$ cat src/hw/rtl/mabis_pkg.sv
// ----------------------------------------------------------------------------
// mabis_pkg
// Shared types, constants and helpers of the multi-axis brush index selector.
// ----------------------------------------------------------------------------
package mabis_pkg;

  localparam int MAX_AXES   = 4;
  localparam int AXIS_W     = $clog2(MAX_AXES);
  localparam int NDIM_W     = 3;
  localparam int CNT_W      = 13;
  localparam int IDX_W      = 12;
  localparam int MODES_W    = 12;
  localparam int CFG_IDX_W  = 3;
  localparam int CFG_DATA_W = 13;
  localparam int SUM_W      = 26;
  localparam int MUL_A_W    = 34;
  localparam int MUL_B_W    = 14;
  localparam int PROD_W     = MUL_A_W + MUL_B_W;
  localparam int REM_STEPS  = 13;
  localparam int REM_CNT_W  = 4;

  localparam logic [CNT_W-1:0] MAX_BRUSHES  = 13'd4096;
  localparam logic [CNT_W-1:0] RANK_CAP     = 13'd4096;
  localparam logic [31:0]      LFSR_SEED    = 32'hACE1ACE1;
  localparam logic [31:0]      LFSR_TAPS    = 32'h80200003;
  localparam logic [17:0]      ANGLE_OFFSET = 18'd81920;

  typedef enum logic [2:0] {
    MODE_CONST  = 3'd0,
    MODE_INCR   = 3'd1,
    MODE_ANGLE  = 3'd2,
    MODE_VEL    = 3'd3,
    MODE_RANDOM = 3'd4,
    MODE_PRES   = 3'd5,
    MODE_XTILT  = 3'd6,
    MODE_YTILT  = 3'd7
  } mabis_mode_t;

  typedef enum logic [2:0] {
    CFG_DIMS    = 3'd0,
    CFG_BRUSHES = 3'd1,
    CFG_MODES   = 3'd2,
    CFG_RANK0   = 3'd3,
    CFG_RANK1   = 3'd4,
    CFG_RANK2   = 3'd5,
    CFG_RANK3   = 3'd6
  } mabis_cfg_t;

  typedef enum logic [3:0] {
    ST_IDLE,
    ST_STR_MUL,
    ST_STR_ACC,
    ST_AX_MUL,
    ST_REM_WAIT,
    ST_AX_EVAL,
    ST_SUM_MUL,
    ST_SUM_ACC,
    ST_OUT
  } mabis_state_t;

  typedef struct packed {
    logic load_in;
    logic str_mul;
    logic str_acc;
    logic ax_mul;
    logic ax_eval;
    logic sum_mul;
    logic sum_acc;
    logic out_load;
  } mabis_cmd_t;

  typedef struct packed {
    logic single;
    logic dims_zero;
    logic axis_zero;
    logic axis_last;
    logic mode_incr;
    logic rem_done;
  } mabis_status_t;

  // Zero counts as one and large counts saturate at the cap.
  function automatic logic [CNT_W-1:0] eff_count(input logic [CNT_W-1:0] v,
                                                 input logic [CNT_W-1:0] cap);
    logic [CNT_W-1:0] r;
    r = v;
    if (v == '0) begin
      r = CNT_W'(1);
    end else if (v > cap) begin
      r = cap;
    end
    return r;
  endfunction

endpackage

$ cat src/hw/rtl/mabis_rem.sv
// ----------------------------------------------------------------------------
// mabis_rem
// Restoring remainder unit, one quotient bit per cycle.
// ----------------------------------------------------------------------------
module mabis_rem (
  input  logic                        clk,
  input  logic                        rst,
  input  logic                        start,
  input  logic [mabis_pkg::CNT_W-1:0] dividend,
  input  logic [mabis_pkg::CNT_W-1:0] divisor,
  output logic                        done,
  output logic [mabis_pkg::CNT_W-1:0] remainder
);
  import mabis_pkg::*;

  logic                 busy;
  logic [REM_CNT_W-1:0] count;
  logic [CNT_W-1:0]     quo;
  logic [CNT_W:0]       trial;
  logic [CNT_W:0]       diff;

  assign trial = {remainder, quo[CNT_W-1]};
  assign diff  = trial - {1'b0, divisor};

  always_ff @(posedge clk) begin
    if (rst) begin
      busy  <= 1'b0;
      done  <= 1'b0;
      count <= '0;
    end else begin
      done <= 1'b0;
      if (start) begin
        busy  <= 1'b1;
        count <= REM_CNT_W'(REM_STEPS);
      end else if (busy) begin
        count <= count - REM_CNT_W'(1);
        if (count == REM_CNT_W'(1)) begin
          busy <= 1'b0;
          done <= 1'b1;
        end
      end
    end
  end

  always_ff @(posedge clk) begin
    if (start) begin
      quo       <= dividend;
      remainder <= '0;
    end else if (busy) begin
      quo <= {quo[CNT_W-2:0], 1'b0};
      if (trial >= {1'b0, divisor}) begin
        remainder <= diff[CNT_W-1:0];
      end else begin
        remainder <= trial[CNT_W-1:0];
      end
    end
  end

endmodule

$ cat src/hw/rtl/mabis_dp.sv
// ----------------------------------------------------------------------------
// mabis_dp
// Datapath: configuration registers, axis state, LFSR, the shared multiplier,
// index evaluation and clamping, stride and sum accumulation, result register.
// ----------------------------------------------------------------------------
module mabis_dp (
  input  logic                             clk,
  input  logic                             rst,
  input  logic                             cfg_we,
  input  logic [mabis_pkg::CFG_IDX_W-1:0]  cfg_index,
  input  logic [mabis_pkg::CFG_DATA_W-1:0] cfg_data,
  input  mabis_pkg::mabis_cmd_t            cmd,
  output mabis_pkg::mabis_status_t         status,
  input  logic [15:0]                      stroke_direction,
  input  logic [16:0]                      stroke_velocity,
  input  logic [16:0]                      pen_pressure,
  input  logic signed [17:0]               tilt_x,
  input  logic signed [17:0]               tilt_y,
  output logic [mabis_pkg::IDX_W-1:0]      brush_index,
  output logic                             wants_null_motion
);
  import mabis_pkg::*;

  logic [NDIM_W-1:0]  dims_reg;
  logic [CNT_W-1:0]   brushes_reg;
  logic [MODES_W-1:0] modes_reg;
  logic [CNT_W-1:0]   rank_reg [MAX_AXES];

  logic [IDX_W-1:0]   axis_index [MAX_AXES];
  logic [CNT_W-1:0]   axis_stride [MAX_AXES];
  logic [31:0]        random_lfsr;

  logic [15:0]        dir_q;
  logic [16:0]        vel_q;
  logic [16:0]        pres_q;
  logic signed [17:0] tx_q;
  logic signed [17:0] ty_q;

  logic [AXIS_W-1:0]  axis;
  logic [CNT_W-1:0]   prod_acc;
  logic [SUM_W-1:0]   sum;
  logic               null_flag;
  logic signed [PROD_W-1:0] product;

  logic [NDIM_W-1:0]  n_eff;
  logic [NDIM_W-1:0]  n_m1;
  logic [CNT_W-1:0]   nb;
  logic [CNT_W-1:0]   nb_m1;
  logic [CNT_W-1:0]   r;
  logic [CNT_W-1:0]   r_m1;
  mabis_mode_t        mode_arr [MAX_AXES];
  mabis_mode_t        m;
  logic [31:0]        lfsr_next;
  logic [17:0]        ang;

  logic signed [MUL_A_W-1:0] mul_a;
  logic signed [MUL_B_W-1:0] mul_b;
  logic signed [PROD_W-1:0]  rnd16;
  logic signed [PROD_W-1:0]  rnd17;
  logic signed [PROD_W-1:0]  r_s;
  logic signed [PROD_W-1:0]  r_m1_s;
  logic signed [PROD_W-1:0]  cand;
  logic [IDX_W-1:0]          clamp_idx;

  logic                 rem_done;
  logic [CNT_W-1:0]     rem_value;
  logic [CNT_W-1:0]     rem_dividend;

  assign n_eff = (dims_reg > NDIM_W'(MAX_AXES)) ? NDIM_W'(MAX_AXES) : dims_reg;
  assign n_m1  = n_eff - NDIM_W'(1);
  assign nb    = eff_count(brushes_reg, MAX_BRUSHES);
  assign nb_m1 = nb - CNT_W'(1);
  assign r     = eff_count(rank_reg[axis], RANK_CAP);
  assign r_m1  = r - CNT_W'(1);

  always_comb begin
    for (int k = 0; k < MAX_AXES; k++) begin
      mode_arr[k] = mabis_mode_t'(modes_reg[3*k +: 3]);
    end
  end
  assign m = mode_arr[axis];

  assign lfsr_next = (random_lfsr >> 1) ^ (random_lfsr[0] ? LFSR_TAPS : 32'd0);
  assign ang       = ANGLE_OFFSET - {2'b0, dir_q};
  assign rem_dividend = {1'b0, axis_index[axis]} + CNT_W'(1);

  mabis_rem u_rem (
    .clk       (clk),
    .rst       (rst),
    .start     (cmd.ax_mul && (m == MODE_INCR)),
    .dividend  (rem_dividend),
    .divisor   (r),
    .done      (rem_done),
    .remainder (rem_value)
  );

  always_comb begin
    status.single    = (nb == CNT_W'(1));
    status.dims_zero = (n_eff == '0);
    status.axis_zero = (axis == '0);
    status.axis_last = ({1'b0, axis} == n_m1);
    status.mode_incr = (m == MODE_INCR);
    status.rem_done  = rem_done;
  end

  always_comb begin
    mul_a = '0;
    mul_b = $signed({1'b0, r});
    if (cmd.str_mul) begin
      mul_a = $signed({{(MUL_A_W-CNT_W){1'b0}}, prod_acc});
    end else if (cmd.sum_mul) begin
      mul_a = $signed({{(MUL_A_W-CNT_W){1'b0}}, axis_stride[axis]});
      mul_b = $signed({{(MUL_B_W-IDX_W){1'b0}}, axis_index[axis]});
    end else begin
      case (m)
        MODE_ANGLE:  mul_a = $signed({{(MUL_A_W-18){1'b0}}, ang});
        MODE_VEL:    mul_a = $signed({{(MUL_A_W-17){1'b0}}, vel_q});
        MODE_RANDOM: mul_a = $signed({{(MUL_A_W-32){1'b0}}, lfsr_next});
        MODE_PRES: begin
          mul_a = $signed({{(MUL_A_W-17){1'b0}}, pres_q});
          mul_b = $signed({1'b0, r_m1});
        end
        MODE_XTILT:  mul_a = {{(MUL_A_W-18){tx_q[17]}}, tx_q};
        MODE_YTILT:  mul_a = {{(MUL_A_W-18){ty_q[17]}}, ty_q};
        default:     mul_a = '0;
      endcase
    end
  end

  always_ff @(posedge clk) begin
    product <= mul_a * mul_b;
  end

  assign rnd16  = (product + PROD_W'(32768)) >>> 16;
  assign rnd17  = (product + PROD_W'(65536)) >>> 17;
  assign r_s    = $signed({{(PROD_W-CNT_W){1'b0}}, r});
  assign r_m1_s = $signed({{(PROD_W-CNT_W){1'b0}}, r_m1});

  always_comb begin
    case (m)
      MODE_INCR:   cand = $signed({{(PROD_W-CNT_W){1'b0}}, rem_value});
      MODE_ANGLE:  cand = (rnd16 >= r_s) ? (rnd16 - r_s) : rnd16;
      MODE_VEL:    cand = rnd16;
      MODE_RANDOM: cand = product >>> 32;
      MODE_PRES:   cand = rnd16;
      MODE_XTILT:  cand = rnd17 + (r_s >>> 1);
      MODE_YTILT:  cand = rnd17 + (r_s >>> 1);
      default:     cand = $signed({{(PROD_W-IDX_W){1'b0}}, axis_index[axis]});
    endcase
    if (cand < 0) begin
      clamp_idx = '0;
    end else if (cand > r_m1_s) begin
      clamp_idx = r_m1[IDX_W-1:0];
    end else begin
      clamp_idx = cand[IDX_W-1:0];
    end
  end

  always_ff @(posedge clk) begin
    if (rst) begin
      dims_reg    <= NDIM_W'(1);
      brushes_reg <= CNT_W'(1);
      modes_reg   <= MODES_W'(MODE_INCR);
      for (int k = 0; k < MAX_AXES; k++) begin
        rank_reg[k]   <= CNT_W'(1);
        axis_index[k] <= '0;
      end
      random_lfsr <= LFSR_SEED;
      axis        <= '0;
      null_flag   <= 1'b1;
    end else begin
      if (cfg_we) begin
        unique case (mabis_cfg_t'(cfg_index))
          CFG_DIMS:    dims_reg    <= cfg_data[NDIM_W-1:0];
          CFG_BRUSHES: brushes_reg <= cfg_data[CNT_W-1:0];
          CFG_MODES:   modes_reg   <= cfg_data[MODES_W-1:0];
          CFG_RANK0:   rank_reg[0] <= cfg_data[CNT_W-1:0];
          CFG_RANK1:   rank_reg[1] <= cfg_data[CNT_W-1:0];
          CFG_RANK2:   rank_reg[2] <= cfg_data[CNT_W-1:0];
          CFG_RANK3:   rank_reg[3] <= cfg_data[CNT_W-1:0];
          default:     ;
        endcase
      end
      if (cmd.ax_mul && (m == MODE_RANDOM)) begin
        random_lfsr <= lfsr_next;
      end
      if (cmd.ax_eval) begin
        axis_index[axis] <= clamp_idx;
        if (m == MODE_ANGLE) begin
          null_flag <= 1'b0;
        end
      end
      if (cmd.load_in) begin
        axis      <= n_m1[AXIS_W-1:0];
        null_flag <= 1'b1;
      end else if (cmd.str_acc) begin
        if (axis != '0) begin
          axis <= axis - AXIS_W'(1);
        end
      end else if (cmd.sum_acc) begin
        axis <= axis + AXIS_W'(1);
      end
    end
  end

  always_ff @(posedge clk) begin
    if (cmd.load_in) begin
      dir_q    <= stroke_direction;
      vel_q    <= stroke_velocity;
      pres_q   <= pen_pressure;
      tx_q     <= tilt_x;
      ty_q     <= tilt_y;
      prod_acc <= CNT_W'(1);
      sum      <= '0;
    end
    if (cmd.str_acc) begin
      axis_stride[axis] <= prod_acc;
      if (product > $signed({{(PROD_W-CNT_W){1'b0}}, MAX_BRUSHES})) begin
        prod_acc <= MAX_BRUSHES;
      end else begin
        prod_acc <= product[CNT_W-1:0];
      end
    end
    if (cmd.sum_acc) begin
      sum <= sum + product[SUM_W-1:0];
    end
    if (cmd.out_load) begin
      if (status.single) begin
        brush_index <= '0;
      end else if (sum > SUM_W'(nb_m1)) begin
        brush_index <= nb_m1[IDX_W-1:0];
      end else begin
        brush_index <= sum[IDX_W-1:0];
      end
      wants_null_motion <= status.single | null_flag;
    end
  end

endmodule

$ cat src/hw/rtl/mabis_ctrl.sv
// ----------------------------------------------------------------------------
// mabis_ctrl
// Controller: sequences the stride pass, the per-axis evaluation and the sum,
// and owns the input and output handshakes.
// ----------------------------------------------------------------------------
module mabis_ctrl (
  input  logic                     clk,
  input  logic                     rst,
  input  logic                     in_valid,
  output logic                     in_ready,
  output logic                     out_valid,
  input  logic                     out_ready,
  output mabis_pkg::mabis_cmd_t    cmd,
  input  mabis_pkg::mabis_status_t status
);
  import mabis_pkg::*;

  mabis_state_t state;
  mabis_state_t state_next;

  always_ff @(posedge clk) begin
    if (rst) begin
      state     <= ST_IDLE;
      out_valid <= 1'b0;
    end else begin
      state <= state_next;
      if (cmd.out_load) begin
        out_valid <= 1'b1;
      end else if (out_ready) begin
        out_valid <= 1'b0;
      end
    end
  end

  assign in_ready = (state == ST_IDLE);

  always_comb begin
    cmd        = '0;
    state_next = state;
    unique case (state)
      ST_IDLE: begin
        if (in_valid) begin
          cmd.load_in = 1'b1;
          if (status.single || status.dims_zero) begin
            state_next = ST_OUT;
          end else begin
            state_next = ST_STR_MUL;
          end
        end
      end
      ST_STR_MUL: begin
        cmd.str_mul = 1'b1;
        state_next  = ST_STR_ACC;
      end
      ST_STR_ACC: begin
        cmd.str_acc = 1'b1;
        state_next  = status.axis_zero ? ST_AX_MUL : ST_STR_MUL;
      end
      ST_AX_MUL: begin
        cmd.ax_mul = 1'b1;
        state_next = status.mode_incr ? ST_REM_WAIT : ST_AX_EVAL;
      end
      ST_REM_WAIT: begin
        if (status.rem_done) begin
          state_next = ST_AX_EVAL;
        end
      end
      ST_AX_EVAL: begin
        cmd.ax_eval = 1'b1;
        state_next  = ST_SUM_MUL;
      end
      ST_SUM_MUL: begin
        cmd.sum_mul = 1'b1;
        state_next  = ST_SUM_ACC;
      end
      ST_SUM_ACC: begin
        cmd.sum_acc = 1'b1;
        state_next  = status.axis_last ? ST_OUT : ST_AX_MUL;
      end
      ST_OUT: begin
        if (!out_valid || out_ready) begin
          cmd.out_load = 1'b1;
          state_next   = ST_IDLE;
        end
      end
      default: state_next = ST_IDLE;
    endcase
  end

  // A waiting result is never overwritten.
  a_no_overwrite: assert property (@(posedge clk) disable iff (rst)
    cmd.out_load |-> (!out_valid || out_ready))
    else $error("result register loaded while a result was still pending");

  a_busy_after_accept: assert property (@(posedge clk) disable iff (rst)
    (in_valid && in_ready) |=> !in_ready)
    else $error("input ready right after a transfer");

  a_rem_wait_incr: assert property (@(posedge clk) disable iff (rst)
    (state == ST_REM_WAIT) |-> status.mode_incr)
    else $error("waiting on the remainder unit for a non-incremental axis");

  a_out_after_load: assert property (@(posedge clk) disable iff (rst)
    cmd.out_load |=> out_valid)
    else $error("result loaded but not presented");

endmodule

$ cat src/hw/rtl/multi_axis_brush_index_select.sv
// ----------------------------------------------------------------------------
// multi_axis_brush_index_select
// Picks a cell of a multi-axis brush table from one stylus event.
// ----------------------------------------------------------------------------
// From input transfer to result the controller runs the stride pass over the n
// axes in use, then for each axis a multiply, an evaluation and a sum step,
// waiting on the one-bit-per-cycle remainder unit for each incremental axis.
// A single brush or no axes in use skips straight from input transfer to output.
// One event at a time; the next event is taken the cycle after the result loads.
// Synchronous reset restores the register defaults, the axis indices and the seed.
module multi_axis_brush_index_select (
  input  logic                             clk,
  input  logic                             rst,
  input  logic                             cfg_valid,
  output logic                             cfg_ready,
  input  logic [mabis_pkg::CFG_IDX_W-1:0]  cfg_index,
  input  logic [mabis_pkg::CFG_DATA_W-1:0] cfg_data,
  input  logic                             in_valid,
  output logic                             in_ready,
  input  logic [15:0]                      stroke_direction,
  input  logic [16:0]                      stroke_velocity,
  input  logic [16:0]                      pen_pressure,
  input  logic signed [17:0]               tilt_x,
  input  logic signed [17:0]               tilt_y,
  output logic                             out_valid,
  input  logic                             out_ready,
  output logic [11:0]                      brush_index,
  output logic                             wants_null_motion
);
  import mabis_pkg::*;

  mabis_cmd_t    cmd;
  mabis_status_t status;

  assign cfg_ready = 1'b1;

  mabis_ctrl u_ctrl (
    .clk       (clk),
    .rst       (rst),
    .in_valid  (in_valid),
    .in_ready  (in_ready),
    .out_valid (out_valid),
    .out_ready (out_ready),
    .cmd       (cmd),
    .status    (status)
  );

  mabis_dp u_dp (
    .clk               (clk),
    .rst               (rst),
    .cfg_we            (cfg_valid),
    .cfg_index         (cfg_index),
    .cfg_data          (cfg_data),
    .cmd               (cmd),
    .status            (status),
    .stroke_direction  (stroke_direction),
    .stroke_velocity   (stroke_velocity),
    .pen_pressure      (pen_pressure),
    .tilt_x            (tilt_x),
    .tilt_y            (tilt_y),
    .brush_index       (brush_index),
    .wants_null_motion (wants_null_motion)
  );

endmodule

$ cat config.mk
export PLATFORM = sky130hd
export DESIGN_NAME = multi_axis_brush_index_select
export DESIGN_NICKNAME = d
export VERILOG_FILES = /design/src/hw/rtl/mabis_pkg.sv /design/src/hw/rtl/mabis_rem.sv /design/src/hw/rtl/mabis_dp.sv /design/src/hw/rtl/mabis_ctrl.sv /design/src/hw/rtl/multi_axis_brush_index_select.sv
export SDC_FILE = /design/constraint.sdc
export NUM_CORES = 2
export LEC_CHECK = 0
export ABC_AREA = 0
export BUFFER_PORTS_ARGS = -buffer_cell sky130_fd_sc_hd__buf_2
export CORE_ASPECT_RATIO = 1.75
export CORE_MARGIN = 5
export CORE_UTILIZATION = 40
export CTS_CLUSTER_DIAMETER = 150
export DETAILED_ROUTE_END_ITERATION = 12
export GPL_TIMING_DRIVEN = 0
export REMOVE_ABC_BUFFERS = 1
export SLEW_MARGIN = 10
export SYNTH_ARGS = -nofsm -noshare
export SYNTH_HDL_FRONTEND = slang
export SYNTH_SLANG_ARGS = --single-unit
$ cat constraint.sdc
create_clock -name clk -period 16.75 [get_ports clk]
set_clock_uncertainty 0.05 [all_clocks]
set_input_delay 3.35 -clock clk [delete_from_list [all_inputs] [get_ports clk]]
set_output_delay 3.35 -clock clk [all_outputs]
set_load 0.005 [all_outputs]
After elaboration in Yosys (flattened, before gate mapping) --
Memory sizes are Yosys's and may differ from the RTL's. A register that Yosys moved wholly into a read port is not among the register bits. Cells that the tools add are included.
Storage, ports and cells: bits in registers 286, memory bits (writable) 152, input port bits 107, output and inout bits 16, word-level logic and storage cells 211, memories 3
Memories:
- u_dp.axis_stride | words 4, width 13, read ports 1, clocked after Yosys merged registers in 1, wr ports 1, RTL line mabis_dp.sv:30 | logic [CNT_W-1:0] axis_stride [MAX_AXES];
- u_dp.rank_reg | words 4, width 13, read ports 1, clocked after Yosys merged registers in 1, wr ports 4, RTL line mabis_dp.sv:27 | logic [CNT_W-1:0] rank_reg [MAX_AXES];
- u_dp.axis_index | words 4, width 12, read ports 1, clocked after Yosys merged registers in 1, wr ports 4, RTL line mabis_dp.sv:29 | logic [IDX_W-1:0] axis_index [MAX_AXES];
Operators by class: add/subtract/negate cells 14, $mul 1, magnitude comparators 10, eq/ne operators 28, multiplexer cells 94, bitwise gates (word level) 8, reduce and logical (&&, ||, !) cells 29
Operator list (number):
- $pmux 48 s5 | 1
- $pmux 34 s6 | 1
- $mux 13 | 15
- $mux 34 | 2
- $mux 26 | 2
- $add 48x17->48 const B | 1
- $add 48x18->48 const B | 1
- $gt 48x14->1 | 1
- $gt 48x14->1 const B | 1
- $lt 48x1->1 const B | 1
- $mul 34x14->48 | 1
- $mux 12 | 4
- $mux 48 | 1
- $mux 1 | 41
- $pmux 4 s9 | 1
- $sub 32x14->33 | 1
- $add 31x13->32 | 1
- $ge 32x14->1 | 1
- $mux 32 | 1
- $xor 31x32->32 | 1
- $mux 14 | 2
- $mux 4 | 7
- $add 26x26->26 | 1
- $gt 13x13->1 const B | 2
- 44 further kinds | 93

Depth between registers and ports, before layout --
depth in word-level cells 11, depth in mapped cells 41, gate-level depth less buffers 37

By module --
From an unflattened synthesis, not the netlist that was laid out.
Unflattened totals: cells, all modules 4152, area total of the unflattened synthesis 39673.0 um^2
Modules (own cells, without submodules):
- mabis_dp | instances 1, cells an instance 3893, area an instance 37242.0 um^2, sequential area each 10970.5 um^2
- mabis_rem | instances 1, cells an instance 212, area an instance 2050.7 um^2, sequential area each 770.7 um^2
- mabis_ctrl | instances 1, cells an instance 45, area an instance 369.1 um^2, sequential area each 100.1 um^2
- multi_axis_brush_index_select | instances 1, cells an instance 2, area an instance 11.3 um^2, sequential area each 0.0 um^2

Worst setup path before layout --
No wires, ideal clock.
path kind register to register, start reg with a tool-made name, end reg u_dp.product[45], library setup time 0.072 ns, arrival 9.843 ns, required time 16.628 ns, path slack 6.785 ns, cell stages (with the launch flop) 36, buffers on the path 4, clock period less this slack 9.965 ns, cells stage by stage dfxtp_1 -> buf_2 -> buf_4 -> mux4_2 -> o21ai_0 -> ha_1 -> o21ai_0 -> or3_1 -> or3_1 -> clkbuf_1 -> o21ai_0 -> a21oi_1 -> a21oi_1 -> clkbuf_1 -> nand2_1 -> fa_1 -> fa_1 -> fa_1 -> inv_1 -> fa_1 -> fa_1 -> inv_1 -> fa_1 -> inv_1 -> ha_1 -> and4_1 -> and3_1 -> nand3_1 -> a21oi_1 -> a21boi_0 -> o41ai_1 -> nand2_1 -> a311oi_1 -> nand2_1 -> o31ai_1 -> xnor2_1
RTL lines:
- end signal, assigned | RTL line mabis_dp.sv:131 | product <= mul_a * mul_b;
- end, declared | RTL line mabis_dp.sv:43 | logic signed [PROD_W-1:0] product;

==> flow_summary.ini <==
[outcome]
status = finished clean

[flow_run]
maxCapViolations = 0

[floorplanning]
core.rowCount = 152
initial_core_util = 0.403
pin_count = 123
dieArea_um2 = 106000
die_h_um = 426
core-area_um2 = 98100
fp.dieW_um = 248

[final_layout]
drive_gt1_frac = 0.0913
area_growth_pct = 9.86
fillers = 9540
nets = 4897
fin_util = 0.443
instances_no_fill = 5529
design_area_um2 = 43500

[logic_synthesis]
yosysMostFrequentCell = nand2_1
syn_inst = 4177
synth_commonest_cells = nand2_1, inv_1, fa_1
synth_edf_count = 303
synthSimpleGateAreaFrac = 0.177
yosys-top-cells-area = edfxtp_1, fa_1, dfxtp_1, ha_1, nand2_1
ys_warn_count = 0
synth_compound_area_frac = 0.107
synth-seq-area-share = 0.299
synth_area_um2 = 39600
synth_xor_xnor_area_share = 0.0429
ys.flop_type = edfxtp_1
async_flop_share = 0
avgSynthCellArea_um2 = 9.47
synth_fa_ha_area_frac = 0.267
synth-seq-cells = 440
synth_top_area_cell = edfxtp_1
ys_types = 91
synth_top_area_frac = 0.230
synth_top_family_by_area = adder cells
synthMuxAreaShare = 0.0433

[detailed_routing]
drt_pass1_iterations = 6
drt_iter0_drc = 1892
wl_met3_mm = 5.83
ant_nets = 0
wl_mm = 127
routedWlPerCell_um = 23.0
vias = 31205
routed.top_layer = met4
drc = 0
wl_met2_mm = 68.4
viasPerCell = 5.64
wl_met1_mm = 42.2

[global_route]
grt_pass1_wl_mm = 193
grt_start_max_net_pins = 60
grt_pass1_vias = 32934
grt_antenna_before_repair = 5
overflow = 0
grt_usage = 0.241

[worst_setup_path]
path_common_cell = fa_1
reg2regPathDepth = 36
crit_required_ns = 17.19
critPathKind = reg -> reg
start_kind = register
arrival_ns = 13.55
crit_fanout = 26
critical_path.max_stage_delay_ns = 0.79
cp_slowest_cell = o41ai_1
endpoint_kind = register

[power_and_ir_drop]
power_density_nw_per_um2 = 81.1
peakVddDrop_uv = 64.8
p_leak_nw = 18.5

[timing]
worst_pin_slew_ns = 1.37
clock.fmax_mhz = 76.3
hold_viol_final = 0
rsz0062_at_grt = false
fin_crit_sh = 0.783
maxSlewHeadroom = 0.0791
slew_violations = 0
min_period_ns = 13.11
finalSetupViolCount = 0

[clock_network]
post_cts.repair.setup_buffers = 0
worstSkewPairLatency_ns = 0.60
htreeDepth = 2
clkSlewWorstSetupHoldPaths_ns = 0.07
clock_sinks = 440
cts_inserted_buffers = 43
ctsHoldBuffers = 0
cts_tree = built
clock_path_buffers = 3
ctsRootBufferMaster = clkbuf_16
ctsResizeCount = 0

[place]
dpl_cell_area_um2 = 42000
io_buffers = 121
gp_congestion = 0.953
dp_cells = 5447
dp_hpwl_mm = 101

[min_path]
hold_depth = 2
hold_class = reg -> reg
-- power breakdown --
part,total (mW),leakage [nW],internal [mW],switching (mW)
Clock,0.990,0.688,0.554,0.436
Sequential,1.36,4.04,1.26,0.101
Combinational,1.18,13.8,0.447,0.728
Total,3.52,18.5,2.26,1.27
-- logic make-up (layout without fill, tap and decap cells) --
group / after synthesis / after routing
adders and majority gates: 607 / 607
buffers and inverters: 658 / 699
AOI/OAI and AO/OA: 660 / 660
xor gates and xnor gates: 192 / 192
DFF: 440 / 440
other: 1 / 3
and+or+nand+nor: 1515 / 1515
muxes: 104 / 104
-- final timing paths --
| check | from | to | slack (ns) |
|---|---|---|---|
| min reg2reg | u_dp.modes_reg[8]$_SDFFE_PP0P_ | u_dp.modes_reg[8]$_SDFFE_PP0P_ | 0.41 |
| min | u_dp.modes_reg[8]$_SDFFE_PP0P_ | u_dp.modes_reg[8]$_SDFFE_PP0P_ | 0.41 |
| max reg2reg | register | u_dp.product[45]$_DFF_P_ | 3.64 |
| max | register | u_dp.product[45]$_DFF_P_ | 3.64 |
-- routing by layer --
layer,GRT usage,up-vias
met3,0.0245,423
met5,0,-
met4,0.162,0
li1,-,14098
met2,0.458,1095
met1,0.246,15589
-- final cells by class --
class	count	area [µm²]	share of cell area
Tap cell	1309	1640	0.0377
Sequential cell	440	11800	0.273
Inverter	455	1710	0.0394
Timing Repair Buffer	164	1330	0.0305
Clock buffer	60	1200	0.0276
Clock inverter	20	214	0.00492
Multi-Input combinational cell	3079	25500	0.587
Antenna cell	2	5.00	0.000115
-- cell usage in the layout, fill, tap and decap left out, drive strengths merged, types with 14 or more instances in the layout --
cell type  instances
nand2b            44
clkbuf            60
nor2             349
a211oi            30
o21a              34
and2              97
a21o              54
inv              456
mux4              46
nor4              45
nand2            632
mux2i             47
a22oi             16
a21oi            211
nor2b             70
o21ai            132
xor2              64
nor3              62
dfxtp            137
a31oi             19
or3               20
and3              16
edfxtp           303
o31ai             14
nand3             80
clkinv            14
nand4             40
buf              164
o22ai             21
ha               210
xnor2            127
o21bai            16
fa               397
-- stage by stage --
step | total power [mW] | setup WS (ns) | setup TNS (ns) | hold slack, ns
6_report | 3.52 | 3.64 | 0 | 0.408
3_5_place_dp | 2.53 | 3.73 | 0 | 0.398
5_1_grt | 3.68 | 2.99 | 0 | 0.417
3_3_place_gp | 2.48 | -2.14 | -30.11 | 0.389
2_1_floorplan | 2.10 | 5.05 | 0 | 0.377
4_1_cts | 3.52 | 3.67 | 0 | 0.406
-- critical path, delay by kind of cell (launching register included) --
| kind | cells | cell delay (ns) |
|---|---|---|
| adder cells (fa/ha/maj) | 8 | 4.04 |
| buffers and inverters | 6 | 1.10 |
| XOR/XNOR | 1 | 0.16 |
| AND/OR/NAND/NOR | 9 | 2.23 |
| AO/OA/AOI/OAI | 11 | 4.62 |
| multiplexers | 1 | 0.11 |
| flip-flops | 1 | 0.56 |
No activity file was read; power rests on OpenSTA's default activity.
